[src/bacr_pkg.sv]
// Shared types, constants and helpers for the arc consistency revise block.
// Used by bacr_unit, binary_arc_consistency_revise and the testbench; depends on nothing.
package bacr_pkg;

  localparam int DOMAIN_SIZE = 32;
  localparam int MATRIX_ROWS = 32;
  localparam int VAL_W       = 5;
  localparam int BITS_W      = 32;

  // values in the universe: below both the domain size and the row count
  localparam int UNIV = (DOMAIN_SIZE < MATRIX_ROWS) ? DOMAIN_SIZE : MATRIX_ROWS;
  localparam logic [VAL_W-1:0]  LAST_IDX  = VAL_W'(UNIV - 1);
  localparam logic [BITS_W-1:0] UNIV_MASK = BITS_W'((64'd1 << UNIV) - 64'd1);

  localparam logic [1:0] OP_LOAD   = 2'd0;
  localparam logic [1:0] OP_REVISE = 2'd1;
  localparam logic [1:0] OP_TEST   = 2'd2;

  localparam logic [1:0] ST_UNPRUNED = 2'd0;
  localparam logic [1:0] ST_PRUNED   = 2'd1;
  localparam logic [1:0] ST_FAILURE  = 2'd2;

  typedef struct packed {
    logic [1:0]        operation;
    logic [VAL_W-1:0]  row_index;
    logic [BITS_W-1:0] row_bits;
    logic [VAL_W-1:0]  second_value;
    logic              direction;
    logic [BITS_W-1:0] domain_bits;
    logic [BITS_W-1:0] other_bits;
  } bacr_in_t;

  typedef struct packed {
    logic [BITS_W-1:0] revised_domain;
    logic [1:0]        status;
    logic              satisfied;
  } bacr_out_t;

  // sequencer to support unit
  typedef struct packed {
    logic             clear;
    logic             step;
    logic             dir;
    logic [VAL_W-1:0] idx;
  } bacr_cmd_t;

  function automatic logic in_univ(input logic [VAL_W-1:0] v);
    return {1'b0, v} < (VAL_W+1)'(UNIV);
  endfunction

endpackage

[src/binary_arc_consistency_revise.sv]
// Arc consistency revise engine over a 32x32 relation bit matrix.
// Depends on bacr_pkg, bacr_ram and bacr_unit.
//
// Usage: one input channel (in_valid/in_ready/in_data) carries a word with
// an operation: load a relation row, revise a domain, or test a value pair.
// Every input word yields exactly one result word on out_valid/out_ready/
// out_data (revised_domain, status, satisfied).
// A revise scans one matrix row per cycle through the RAM read port and the
// support unit, and the block takes no new word until the word in hand has
// reached the output register.
// in_ready is high only while the sequencer is idle. A finished result sits
// in the output register; the next word is accepted while it waits. If the
// receiver stalls and a second result is ready, the sequencer holds it
// until the output register frees up.
// Reset (rst_n low, synchronous) marks every row empty, so no pair is
// allowed; rows read back as zero until loaded. No clearing pass is needed.
module binary_arc_consistency_revise (
  input  logic                 clk,
  input  logic                 rst_n,
  input  logic                 in_valid,
  output logic                 in_ready,
  input  bacr_pkg::bacr_in_t   in_data,
  output logic                 out_valid,
  input  logic                 out_ready,
  output bacr_pkg::bacr_out_t  out_data
);
  import bacr_pkg::*;

  typedef enum logic [1:0] {S_IDLE, S_SCAN, S_DRAIN, S_FINISH} state_t;

  state_t              state_r;
  bacr_in_t            item_r;
  logic [VAL_W-1:0]    cnt_r;
  logic                rd_vld_r;
  logic [VAL_W-1:0]    rd_idx_r;
  logic                row_live_r;
  logic                sat_r;
  logic                out_valid_r;
  bacr_out_t           out_data_r;
  logic [MATRIX_ROWS-1:0] row_valid_r;

  logic                accept;
  logic                last;
  logic                out_load;
  logic                ram_we;
  logic [BITS_W-1:0]   rdata;
  logic [BITS_W-1:0]   eff_row;
  logic [BITS_W-1:0]   kept;
  bacr_cmd_t           cmd;
  bacr_out_t           result;

  assign in_ready = (state_r == S_IDLE);
  assign accept   = in_valid && in_ready;
  assign ram_we   = accept && (in_data.operation == OP_LOAD) && in_univ(in_data.row_index);
  assign last     = (item_r.operation == OP_TEST) || (cnt_r == LAST_IDX);
  assign eff_row  = row_live_r ? rdata : '0;
  assign out_load = (state_r == S_FINISH) && (!out_valid_r || out_ready);

  bacr_ram #(
    .WIDTH(BITS_W),
    .DEPTH(MATRIX_ROWS)
  ) u_matrix (
    .clk  (clk),
    .we   (ram_we),
    .waddr(in_data.row_index),
    .wdata(in_data.row_bits & UNIV_MASK),
    .re   (state_r == S_SCAN),
    .raddr(cnt_r),
    .rdata(rdata)
  );

  always_comb begin
    cmd.clear = accept;
    cmd.step  = rd_vld_r && (item_r.operation == OP_REVISE);
    cmd.dir   = item_r.direction;
    cmd.idx   = rd_idx_r;
  end

  bacr_unit u_unit (
    .clk   (clk),
    .cmd   (cmd),
    .row   (eff_row),
    .domain(item_r.domain_bits),
    .other (item_r.other_bits),
    .kept  (kept)
  );

  always_comb begin
    result = '0;
    case (item_r.operation)
      OP_REVISE: begin
        result.revised_domain = item_r.domain_bits;
        if (kept == item_r.domain_bits) begin
          result.status = ST_UNPRUNED;
        end else if (kept == '0) begin
          result.status = ST_FAILURE;
        end else begin
          result.status         = ST_PRUNED;
          result.revised_domain = kept;
        end
      end
      OP_TEST: begin
        result.satisfied = sat_r;
      end
      default: begin
        result = '0;
      end
    endcase
  end

  always_ff @(posedge clk) begin
    if (!rst_n) begin
      state_r     <= S_IDLE;
      out_valid_r <= 1'b0;
      rd_vld_r    <= 1'b0;
      row_valid_r <= '0;
    end else begin
      if (out_load) begin
        out_valid_r <= 1'b1;
      end else if (out_valid_r && out_ready) begin
        out_valid_r <= 1'b0;
      end
      rd_vld_r <= (state_r == S_SCAN);
      if (ram_we) begin
        row_valid_r[in_data.row_index] <= 1'b1;
      end
      unique case (state_r)
        S_IDLE: begin
          if (accept) begin
            item_r <= in_data;
            if (in_data.operation == OP_REVISE) begin
              cnt_r   <= '0;
              state_r <= S_SCAN;
            end else if (in_data.operation == OP_TEST) begin
              cnt_r   <= in_data.row_index;
              state_r <= S_SCAN;
            end else begin
              state_r <= S_FINISH;
            end
          end
        end
        S_SCAN: begin
          rd_idx_r   <= cnt_r;
          row_live_r <= row_valid_r[cnt_r];
          if (last) begin
            state_r <= S_DRAIN;
          end else begin
            cnt_r <= cnt_r + VAL_W'(1);
          end
        end
        S_DRAIN: begin
          // last row lands in the unit this cycle
          sat_r   <= in_univ(item_r.second_value) && eff_row[item_r.second_value];
          state_r <= S_FINISH;
        end
        S_FINISH: begin
          // hold until the output register is free
          if (out_load) begin
            out_data_r <= result;
            state_r    <= S_IDLE;
          end
        end
        default: begin
          state_r <= S_IDLE;
        end
      endcase
    end
  end

  assign out_valid = out_valid_r;
  assign out_data  = out_data_r;

  a_busy_after_accept: assert property (@(posedge clk) disable iff (!rst_n)
    accept |=> !in_ready)
    else $error("block still ready after taking a word");

  a_finish_delivers: assert property (@(posedge clk) disable iff (!rst_n)
    (state_r == S_FINISH) && !out_valid_r |=> out_valid_r)
    else $error("finished result not moved to output register");

  a_pruned_shape: assert property (@(posedge clk) disable iff (!rst_n)
    out_valid_r && (out_data_r.status == ST_PRUNED)
      |-> (out_data_r.revised_domain != '0) && !out_data_r.satisfied)
    else $error("pruned result with empty domain or stray pair answer");

  a_outside_load_ignored: assert property (@(posedge clk) disable iff (!rst_n)
    accept && (in_data.operation == OP_LOAD) && !in_univ(in_data.row_index)
      |=> $stable(row_valid_r))
    else $error("row outside the universe was marked loaded");

endmodule

[src/bacr_ram.sv]
// Generic single-port-write, single-port-read RAM with registered read data.
// No dependencies.
module bacr_ram #(
  parameter int WIDTH = 32,
  parameter int DEPTH = 32
) (
  input  logic                     clk,
  input  logic                     we,
  input  logic [$clog2(DEPTH)-1:0] waddr,
  input  logic [WIDTH-1:0]         wdata,
  input  logic                     re,
  input  logic [$clog2(DEPTH)-1:0] raddr,
  output logic [WIDTH-1:0]         rdata
);

  logic [WIDTH-1:0] mem [DEPTH];
  logic [WIDTH-1:0] rdata_r;

  always_ff @(posedge clk) begin
    if (we) begin
      mem[waddr] <= wdata;
    end
    if (re) begin
      rdata_r <= mem[raddr];
    end
  end

  assign rdata = rdata_r;

endmodule

[src/bacr_unit.sv]
// Support unit: folds one relation row per cycle, while cmd.step is set, into the kept-value set.
// Depends on bacr_pkg.
module bacr_unit (
  input  logic                       clk,
  input  bacr_pkg::bacr_cmd_t        cmd,
  input  logic [bacr_pkg::BITS_W-1:0] row,
  input  logic [bacr_pkg::BITS_W-1:0] domain,
  input  logic [bacr_pkg::BITS_W-1:0] other,
  output logic [bacr_pkg::BITS_W-1:0] kept
);
  import bacr_pkg::*;

  logic [BITS_W-1:0] kept_r;
  logic [BITS_W-1:0] kept_nxt;

  always_comb begin
    kept_nxt = kept_r;
    if (cmd.clear) begin
      kept_nxt = '0;
    end else if (cmd.step) begin
      if (!cmd.dir) begin
        // row idx lists partners of first value idx
        if (domain[cmd.idx] && (|(row & other))) begin
          kept_nxt[cmd.idx] = 1'b1;
        end
      end else if (other[cmd.idx]) begin
        // row idx supports every second value it allows
        kept_nxt = kept_r | (row & domain);
      end
    end
  end

  always_ff @(posedge clk) begin
    kept_r <= kept_nxt;
  end

  assign kept = kept_r;

endmodule

[config.mk]
export PLATFORM = sky130hd
export DESIGN_NAME = binary_arc_consistency_revise
export DESIGN_NICKNAME = d
export VERILOG_FILES = /design/src/bacr_pkg.sv /design/src/binary_arc_consistency_revise.sv /design/src/bacr_ram.sv /design/src/bacr_unit.sv
export SDC_FILE = /design/constraint.sdc
export NUM_CORES = 1
export LEC_CHECK = 0
export BUFFER_PORTS_ARGS = -buffer_cell sky130_fd_sc_hd__buf_2
export CORE_ASPECT_RATIO = 1.25
export CORE_MARGIN = 3
export CORE_UTILIZATION = 40
export DETAILED_ROUTE_END_ITERATION = 10
export HOLD_SLACK_MARGIN = 0.1
export MAX_ROUTING_LAYER = met4
export PLACE_DENSITY = 0.66
export SKIP_CTS_REPAIR_TIMING = 1
export SLEW_MARGIN = 20
export SYNTH_ARGS = -nofsm -noshare
export SYNTH_HDL_FRONTEND = slang
export SYNTH_HIERARCHICAL = 1
export SYNTH_SLANG_ARGS = --single-unit
export TNS_END_PERCENT = 5
[constraint.sdc]
create_clock -name clk -period 3.8 [get_ports clk]
set_input_delay 0.19 -clock clk [delete_from_list [all_inputs] [get_ports clk]]
set_output_delay 0.19 -clock clk [all_outputs]
set_load 0.005 [all_outputs]
==> results of run 1 <==
==> cells in the mapped netlist (7+ instances only) <==
| library cell | instances |
|---|---|
| sky130_fd_sc_hd__buf_4 | 39 |
| sky130_fd_sc_hd__o21ai_0 | 8 |
| sky130_fd_sc_hd__and2_1 | 38 |
| sky130_fd_sc_hd__inv_1 | 9 |
| sky130_fd_sc_hd__nand3_1 | 103 |
| sky130_fd_sc_hd__buf_2 | 37 |
| sky130_fd_sc_hd__nand2b_1 | 45 |
| sky130_fd_sc_hd__mux2i_1 | 567 |
| sky130_fd_sc_hd__nor2b_1 | 9 |
| sky130_fd_sc_hd__a21oi_1 | 119 |
| sky130_fd_sc_hd__o31ai_2 | 30 |
| sky130_fd_sc_hd__o21a_1 | 9 |
| sky130_fd_sc_hd__a32oi_1 | 32 |
| sky130_fd_sc_hd__buf_6 | 22 |
| sky130_fd_sc_hd__nand2_1 | 176 |
| sky130_fd_sc_hd__clkbuf_1 | 67 |
| sky130_fd_sc_hd__nand3b_1 | 10 |
| sky130_fd_sc_hd__nand4_1 | 18 |
| sky130_fd_sc_hd__a31oi_1 | 32 |
| sky130_fd_sc_hd__dfxtp_1 | 68 |
| sky130_fd_sc_hd__xnor2_1 | 33 |
| sky130_fd_sc_hd__mux4_2 | 22 |
| sky130_fd_sc_hd__ha_1 | 9 |
| sky130_fd_sc_hd__buf_1 | 7 |
| sky130_fd_sc_hd__a22oi_1 | 115 |
| sky130_fd_sc_hd__nor4_1 | 11 |
| sky130_fd_sc_hd__nor3_1 | 39 |
| sky130_fd_sc_hd__nor2_1 | 91 |
| sky130_fd_sc_hd__a22o_1 | 64 |
| sky130_fd_sc_hd__edfxtp_1 | 1175 |
==> logic make-up (layout without fill, tap and decap cells) <==
logic type	count (synthesis)	count (layout)	share of synthesized area
AO/OA/AOI/OAI	431	431	0.0633
XOR/XNOR	34	34	0.00592
adder cells (fa/ha/maj)	9	9	0.00224
buffers and inverters	188	648	0.0219
flip-flops	1243	1243	0.728
multiplexers	592	592	0.123
other	0	4	0
AND/OR/NAND/NOR	569	569	0.0554
==> report_power, final <==
group	leakage [nW]	switching (mW)	internal (mW)	total [mW]
clock	1.88	5.17	6.36	11.5
combinational	7.23	4.27	2.75	7.02
sequential	11.1	0.495	15.5	16.0
==> final timing paths <==
| kind | start | to | slack (ns) | depth (start not counted) |
|---|---|---|---|---|
| worst max-delay path | cnt_r[0] | u_matrix/rdata[22] | 0.56 | 9 |
| worst min-delay path | in_data[2] | item_r[2] | 0.15 | 2 |
| worst max register to register | cnt_r[0] | u_matrix/rdata[22] | 0.56 | 9 |
| worst min register to register | row_valid_r[26] | row_valid_r[26] | 0.46 | 1 |
==> critical path, stage by stage, from the launching register on <==
cell and delay, ns:
sky130_fd_sc_hd__edfxtp_1 0.79, sky130_fd_sc_hd__buf_12 0.37, sky130_fd_sc_hd__buf_12 0.28, sky130_fd_sc_hd__buf_12 0.21, sky130_fd_sc_hd__buf_4 0.22, sky130_fd_sc_hd__mux2i_1 0.20
sky130_fd_sc_hd__a22o_1 0.16, sky130_fd_sc_hd__nor3_1 0.06, sky130_fd_sc_hd__a31oi_1 0.21, sky130_fd_sc_hd__nand3_1 0.34
==> layout make-up <==
cell class,count,area (um^2),area share
Sequential cell,1243,36600,0.622
Multi-Input combinational cell,1635,12900,0.219
Timing Repair Buffer,410,3470,0.0589
Clock buffer,146,3120,0.0530
Tap cell,1606,2010,0.0341
Clock inverter,80,733,0.0124
Inverter,12,45.0,0.000764
Antenna cell,4,10.0,0.000170
==> flip-flops by register name, indices dropped and copies added (netlist names), 2 cells and up <==
signal          count
row_valid_r        32
cnt_r               5
u_matrix/rdata     32
item_r             71
u_unit/kept        32
rd_idx_r            5
state_r             2
u_matrix/mem     1024
out_data           35
==> metrics by stage <==
stage / util / instance area, um^2 / instances / worst slack, ns / hold WS, ns
finish: 0.475 / 58900 / 5136 / 0.562 / 0.146
global route: 0.475 / 58900 / 5136 / 0.444 / 0.132
CTS: 0.466 / 57800 / 5020 / 0.562 / -0.448
detailed placement: 0.435 / 53900 / 4794 / 0.560 / 0.368
global placement: 0.435 / 53900 / 4794 / 0.572 / 0.368
floorplan: - / 50300 / 3066 / 0.327 / 0.289
==> per-layer routing <==
| metal | vias to the layer above | global-route usage | share of wire | routed length, um |
|---|---|---|---|---|
| met3 | 199 | 0.0290 | 0.060 | 8030 |
| met1 | 14700 | 0.262 | 0.41 | 54700 |
| li1 | 12800 | - | - | - |
| met2 | 1097 | 0.339 | 0.50 | 66600 |
| met5 | - | - | 0 | 0 |
| met4 | 0 | 0.0615 | 0.027 | 3590 |
==> metrics.txt, run 1 <==
# TYPE chip_impl_metric gauge
chip_impl_metric{name="post-route-period-util",unit=""} 0.852
chip_impl_info{name="timing.critical_path.from_type",value="flip-flop"} 1
chip_impl_metric{name="design.portCount",unit=""} 150
chip_impl_metric{name="grt.overflow.total",unit=""} 0
chip_impl_metric{name="clk-insertion-delay-late",unit="ns"} 0.76
chip_impl_metric{name="post_route_cells_drive_above_1_share",unit=""} 0.168
chip_impl_metric{name="async_reset_ff_frac",unit=""} 0
chip_impl_metric{name="core_region_area",unit="um^2"} 124000
chip_impl_info{name="synthDominantAreaCellType",value="sky130_fd_sc_hd__edfxtp_1"} 1
chip_impl_metric{name="grt_pass1_wl",unit="um"} 190000
chip_impl_metric{name="number_of_hold_slack_violations_in_the_final_timing_report",unit=""} 0
chip_impl_info{name="mostFrequentLayoutCells",value="sky130_fd_sc_hd__edfxtp_1, sky130_fd_sc_hd__mux2i_1, sky130_fd_sc_hd__nand2_1, sky130_fd_sc_hd__buf_2, sky130_fd_sc_hd__clkbuf_16"} 1
chip_impl_metric{name="number_of_antenna_violations_at_the_first_check_in_global_routing",unit=""} 4
chip_impl_metric{name="drt_pass1_iterations",unit=""} 5
chip_impl_metric{name="wl",unit="um"} 133000
chip_impl_metric{name="gp_congestion",unit=""} 0.923
chip_impl_info{name="end_kind",value="flip-flop"} 1
chip_impl_metric{name="grt_usage",unit=""} 0.205
chip_impl_metric{name="numCtsBuffers",unit=""} 119
chip_impl_metric{name="synth-edff-count",unit=""} 1175
chip_impl_metric{name="drv_slew",unit=""} 0
chip_impl_info{name="tritoncts",value="done"} 1
chip_impl_metric{name="detailed_place_hpwl",unit="um"} 83100
chip_impl_metric{name="detailroute.via_count",unit=""} 28700
chip_impl_info{name="criticalPathCategory",value="reg -> reg"} 1
chip_impl_metric{name="grt_max_degree",unit=""} 70
chip_impl_metric{name="place.port_buffers",unit=""} 149
chip_impl_metric{name="tightest_slew",unit="ns"} 1.01
chip_impl_info{name="mostFrequentLayoutCell",value="sky130_fd_sc_hd__edfxtp_1"} 1
chip_impl_metric{name="remaining_drc_errors",unit=""} 0
chip_impl_metric{name="seq_area_frac_synth",unit=""} 0.728
chip_impl_metric{name="timing.critical_path.arrival",unit="ns"} 3.62
chip_impl_metric{name="wire_per_inst",unit="um"} 25.9
chip_impl_info{name="outcome",value="finished clean"} 1
chip_impl_metric{name="tns",unit="ns"} 0
chip_impl_metric{name="timing.final.crit_period",unit="ns"} 3.24
chip_impl_metric{name="via_cell_ratio",unit=""} 5.59
chip_impl_metric{name="clk_transition_reported_paths",unit="ns"} 0.06
chip_impl_metric{name="initialDrtViolationCount",unit=""} 2723
chip_impl_info{name="root_buffer_cell",value="sky130_fd_sc_hd__clkbuf_16"} 1
chip_impl_metric{name="cts_num_sinks",unit=""} 1243
chip_impl_metric{name="placementRows",unit=""} 144
chip_impl_metric{name="die_height",unit="um"} 403
chip_impl_metric{name="grt_pass1_vias",unit=""} 28000
chip_impl_metric{name="worstPathMaxFanout",unit=""} 27
chip_impl_metric{name="synth-seq-cells",unit=""} 1243
chip_impl_metric{name="syn_nets",unit=""} 3188
chip_impl_metric{name="ys_warn_count",unit=""} 6
chip_impl_metric{name="slew_headroom",unit=""} 0.326
chip_impl_metric{name="synthDistinctLibCells",unit=""} 61
chip_impl_metric{name="leakagePower",unit="nW"} 20.3
chip_impl_metric{name="power_per_unit_of_standard_cell_area",unit="nW/um^2"} 587
chip_impl_metric{name="final.fill_count",unit=""} 10400
chip_impl_metric{name="clock-skew-final",unit="ns"} 0.0795
chip_impl_metric{name="ant_nets",unit=""} 0
chip_impl_info{name="holdCritPathClass",value="in -> reg"} 1
chip_impl_metric{name="start_util",unit=""} 0.406
chip_impl_metric{name="yosysTopAreaCellShare",unit=""} 0.701
chip_impl_metric{name="design.final.nets",unit=""} 3543
chip_impl_metric{name="die-area",unit="um^2"} 130000
chip_impl_metric{name="floorplan.die.width",unit="um"} 323
chip_impl_metric{name="area_growth_syn_to_layout",unit="%"} 17.1
chip_impl_info{name="synth_top_flop_cell",value="sky130_fd_sc_hd__edfxtp_1"} 1
chip_impl_metric{name="setup_viol",unit=""} 0
chip_impl_metric{name="clk_path_buf_depth",unit=""} 3
chip_impl_metric{name="irDropWorstVdd",unit="mV"} 0.443
chip_impl_metric{name="synthesis.instances",unit=""} 3066
chip_impl_metric{name="timing.fmax",unit="MHz"} 309
chip_impl_metric{name="worst_ep_required_time",unit="ns"} 4.18
chip_impl_metric{name="totalPowerFinal",unit="mW"} 34.6
chip_impl_info{name="rsz0062_at_grt",value="false"} 1
chip_impl_metric{name="cts-htree-levels",unit=""} 3
chip_impl_metric{name="cap_viol_max_count",unit=""} 0
chip_impl_metric{name="mapped_avg_cell_area",unit="um^2"} 16.4
chip_impl_info{name="synth_top_cells_by_area",value="sky130_fd_sc_hd__edfxtp_1, sky130_fd_sc_hd__mux2i_1, sky130_fd_sc_hd__dfxtp_1"} 1
chip_impl_metric{name="mappedNetlistArea",unit="um^2"} 50300
No activity file was read; power rests on OpenSTA's default activity.
==> run 2: changes to the inputs <==
CTS_BUF_LIST = sky130_fd_sc_hd__clkbuf_16   (was not set)
RECOVER_POWER = 50   (was not set)
==> run 2 against run 1 <==
Effect of this change: the run now ends with max-capacitance violations, max-slew violations left; combinational power barely moved; largest cell class unchanged; worst setup slack better by 0.021 ns; critical path type unchanged; clock skew about the same.
==> metrics.txt, run 2 (synthesized netlist as in run 1, its figures left out) <==
# TYPE chip_impl_metric gauge
chip_impl_metric{name="clock-skew-final",unit="ns"} 0.0791
chip_impl_metric{name="power_per_unit_of_standard_cell_area",unit="nW/um^2"} 586
chip_impl_metric{name="grt_pass1_wl",unit="um"} 190000
chip_impl_metric{name="worst_ep_required_time",unit="ns"} 4.19
chip_impl_metric{name="leakagePower",unit="nW"} 20.1
chip_impl_metric{name="setup_viol",unit=""} 0
chip_impl_metric{name="gp_congestion",unit=""} 0.923
chip_impl_metric{name="timing.final.crit_period",unit="ns"} 3.22
chip_impl_metric{name="cts_num_sinks",unit=""} 1243
chip_impl_metric{name="hold_ws",unit="ns"} 0.146
chip_impl_metric{name="cellInternalPower",unit="mW"} 24.5
chip_impl_metric{name="start_util",unit=""} 0.406
chip_impl_metric{name="drv_slew",unit=""} 201
chip_impl_metric{name="area_growth_syn_to_layout",unit="%"} 16.8
chip_impl_metric{name="detailed_place_hpwl",unit="um"} 83100
chip_impl_metric{name="number_of_antenna_violations_at_the_first_check_in_global_routing",unit=""} 4
chip_impl_metric{name="worstPathMaxFanout",unit=""} 27
chip_impl_metric{name="grt_max_degree",unit=""} 70
chip_impl_info{name="root_buffer_cell",value="sky130_fd_sc_hd__clkbuf_16"} 1
chip_impl_info{name="timing.critical_path.from_type",value="flip-flop"} 1
chip_impl_metric{name="clk-insertion-delay-late",unit="ns"} 0.76
chip_impl_info{name="mostFrequentLayoutCell",value="sky130_fd_sc_hd__edfxtp_1"} 1
chip_impl_metric{name="floorplan.die.width",unit="um"} 323
chip_impl_info{name="tritoncts",value="done"} 1
chip_impl_metric{name="grt_pass1_vias",unit=""} 28000
chip_impl_metric{name="total_switching_power",unit="mW"} 9.92
chip_impl_metric{name="final.fill_count",unit=""} 10500
chip_impl_metric{name="remaining_drc_errors",unit=""} 0
chip_impl_metric{name="initialDrtViolationCount",unit=""} 2598
chip_impl_info{name="criticalPathCategory",value="reg -> reg"} 1
chip_impl_metric{name="die-area",unit="um^2"} 130000
chip_impl_metric{name="grt_usage",unit=""} 0.205
chip_impl_info{name="regMostFlops",value="u_matrix/mem"} 1
chip_impl_metric{name="wl",unit="um"} 133000
chip_impl_metric{name="post-route-period-util",unit=""} 0.846
chip_impl_metric{name="number_of_hold_slack_violations_in_the_final_timing_report",unit=""} 0
chip_impl_metric{name="timing.critical_path.arrival",unit="ns"} 3.60
chip_impl_info{name="rsz0062_at_grt",value="false"} 1
chip_impl_metric{name="wire_per_inst",unit="um"} 25.9
chip_impl_metric{name="die_height",unit="um"} 403
chip_impl_info{name="end_kind",value="flip-flop"} 1
chip_impl_metric{name="design.portCount",unit=""} 150
chip_impl_metric{name="detailroute.via_count",unit=""} 28700
chip_impl_metric{name="irDropWorstVdd",unit="mV"} 0.444
chip_impl_metric{name="place.port_buffers",unit=""} 149
chip_impl_metric{name="post_route_cells_drive_above_1_share",unit=""} 0.141
chip_impl_info{name="mostFrequentLayoutCells",value="sky130_fd_sc_hd__edfxtp_1, sky130_fd_sc_hd__mux2i_1, sky130_fd_sc_hd__nand2_1, sky130_fd_sc_hd__clkbuf_16, sky130_fd_sc_hd__a21oi_1"} 1
chip_impl_metric{name="switching_share",unit=""} 0.288
chip_impl_metric{name="timing.fmax",unit="MHz"} 311
chip_impl_metric{name="tns",unit="ns"} 0
chip_impl_metric{name="slew_headroom",unit=""} -0.198
chip_impl_info{name="violations_in_the_final_reports",value="max-capacitance violations, max-slew violations"} 1
chip_impl_metric{name="clk_transition_reported_paths",unit="ns"} 0.06
chip_impl_metric{name="largest_register_ffs",unit=""} 1024
chip_impl_metric{name="design.final.nets",unit=""} 3543
chip_impl_metric{name="tightest_slew",unit="ns"} 1.79
chip_impl_metric{name="drt_pass1_iterations",unit=""} 5
chip_impl_metric{name="share_clk_of_total_power",unit=""} 0.331
chip_impl_metric{name="clk_path_buf_depth",unit=""} 3
chip_impl_metric{name="cap_viol_max_count",unit=""} 7
chip_impl_metric{name="core_region_area",unit="um^2"} 124000
chip_impl_metric{name="comb_power_share",unit=""} 0.203
chip_impl_metric{name="numCtsBuffers",unit=""} 119
chip_impl_metric{name="cts-htree-levels",unit=""} 3
chip_impl_metric{name="via_cell_ratio",unit=""} 5.59
chip_impl_metric{name="ant_nets",unit=""} 0
chip_impl_metric{name="pwr-share-seq",unit=""} 0.466
chip_impl_info{name="outcome",value="finished, violations left"} 1
chip_impl_info{name="holdCritPathClass",value="in -> reg"} 1
chip_impl_metric{name="grt.overflow.total",unit=""} 0
chip_impl_metric{name="placementRows",unit=""} 144
[run 2: final timing paths]
path / slack, ns / startpoint / to / cells after the start
setup reg to reg: 0.58 / cnt_r[0] / u_matrix/rdata[22] / 9
hold / removal: 0.15 / in_data[2] / item_r[2] / 2
hold reg to reg: 0.46 / row_valid_r[26] / row_valid_r[26] / 1
setup / recovery: 0.58 / cnt_r[0] / u_matrix/rdata[22] / 9
[run 2: area by class of cell]
cell class                 instances  area [um^2]  area share
antenna                            5         12.5    0.000213
clock buffer                     120         3000      0.0511
clock inverter                   106          831      0.0141
inverter                          12         45.0    0.000766
multi-input combinational       1635        12900       0.219
sequential                      1243        36600       0.623
tap                             1606         2010      0.0342
timing repair buffer             410         3350      0.0571
[run 2: metrics by stage]
stage	cells	worst slack [ns]	total power, mW	cell area (um^2)	utilization
after detailed placement	4794	0.560	23.2	53900	0.435
after CTS	5020	0.562	34.6	57800	0.465
after global placement	4794	0.572	23.2	53900	0.435
final	5137	0.584	34.5	58800	0.474
after floorplan	3066	0.327	20.5	50300	-
after global routing	5136	0.442	35.7	58800	0.474
[run 2: worst max-delay path, cell delays in order, from the launching register on]
cell                       delay [ns]
sky130_fd_sc_hd__edfxtp_1        0.79
sky130_fd_sc_hd__buf_12          0.37
sky130_fd_sc_hd__buf_12          0.28
sky130_fd_sc_hd__buf_12          0.21
sky130_fd_sc_hd__buf_4           0.22
sky130_fd_sc_hd__mux2i_1         0.20
sky130_fd_sc_hd__a22o_1          0.16
sky130_fd_sc_hd__nor3_1          0.06
sky130_fd_sc_hd__a31oi_1         0.20
sky130_fd_sc_hd__nand3_1         0.34
[run 2: power by group through the flow]
| stage | registers [mW] | clock network [mW] | logic [mW] |
|---|---|---|---|
| final | 16.0 | 11.4 | 7.00 |
| after global routing | 16.1 | 12.2 | 7.43 |
| after CTS | 16.0 | 11.6 | 6.93 |
| after detailed placement | 16.3 | 0 | 6.91 |
| after global placement | 16.3 | 0 | 6.86 |
| after floorplan | 16.0 | 0 | 4.58 |
[run 2: routing by layer]
layer  up-vias  GRT usage  share of wire  routed length (um)
li1      12700          -              -                   -
met1     14800      0.262           0.41               54900
met2      1037      0.339           0.50               66700
met3       196     0.0290          0.058                7700
met4         0     0.0615          0.026                3520
met5         -          -              0                   0
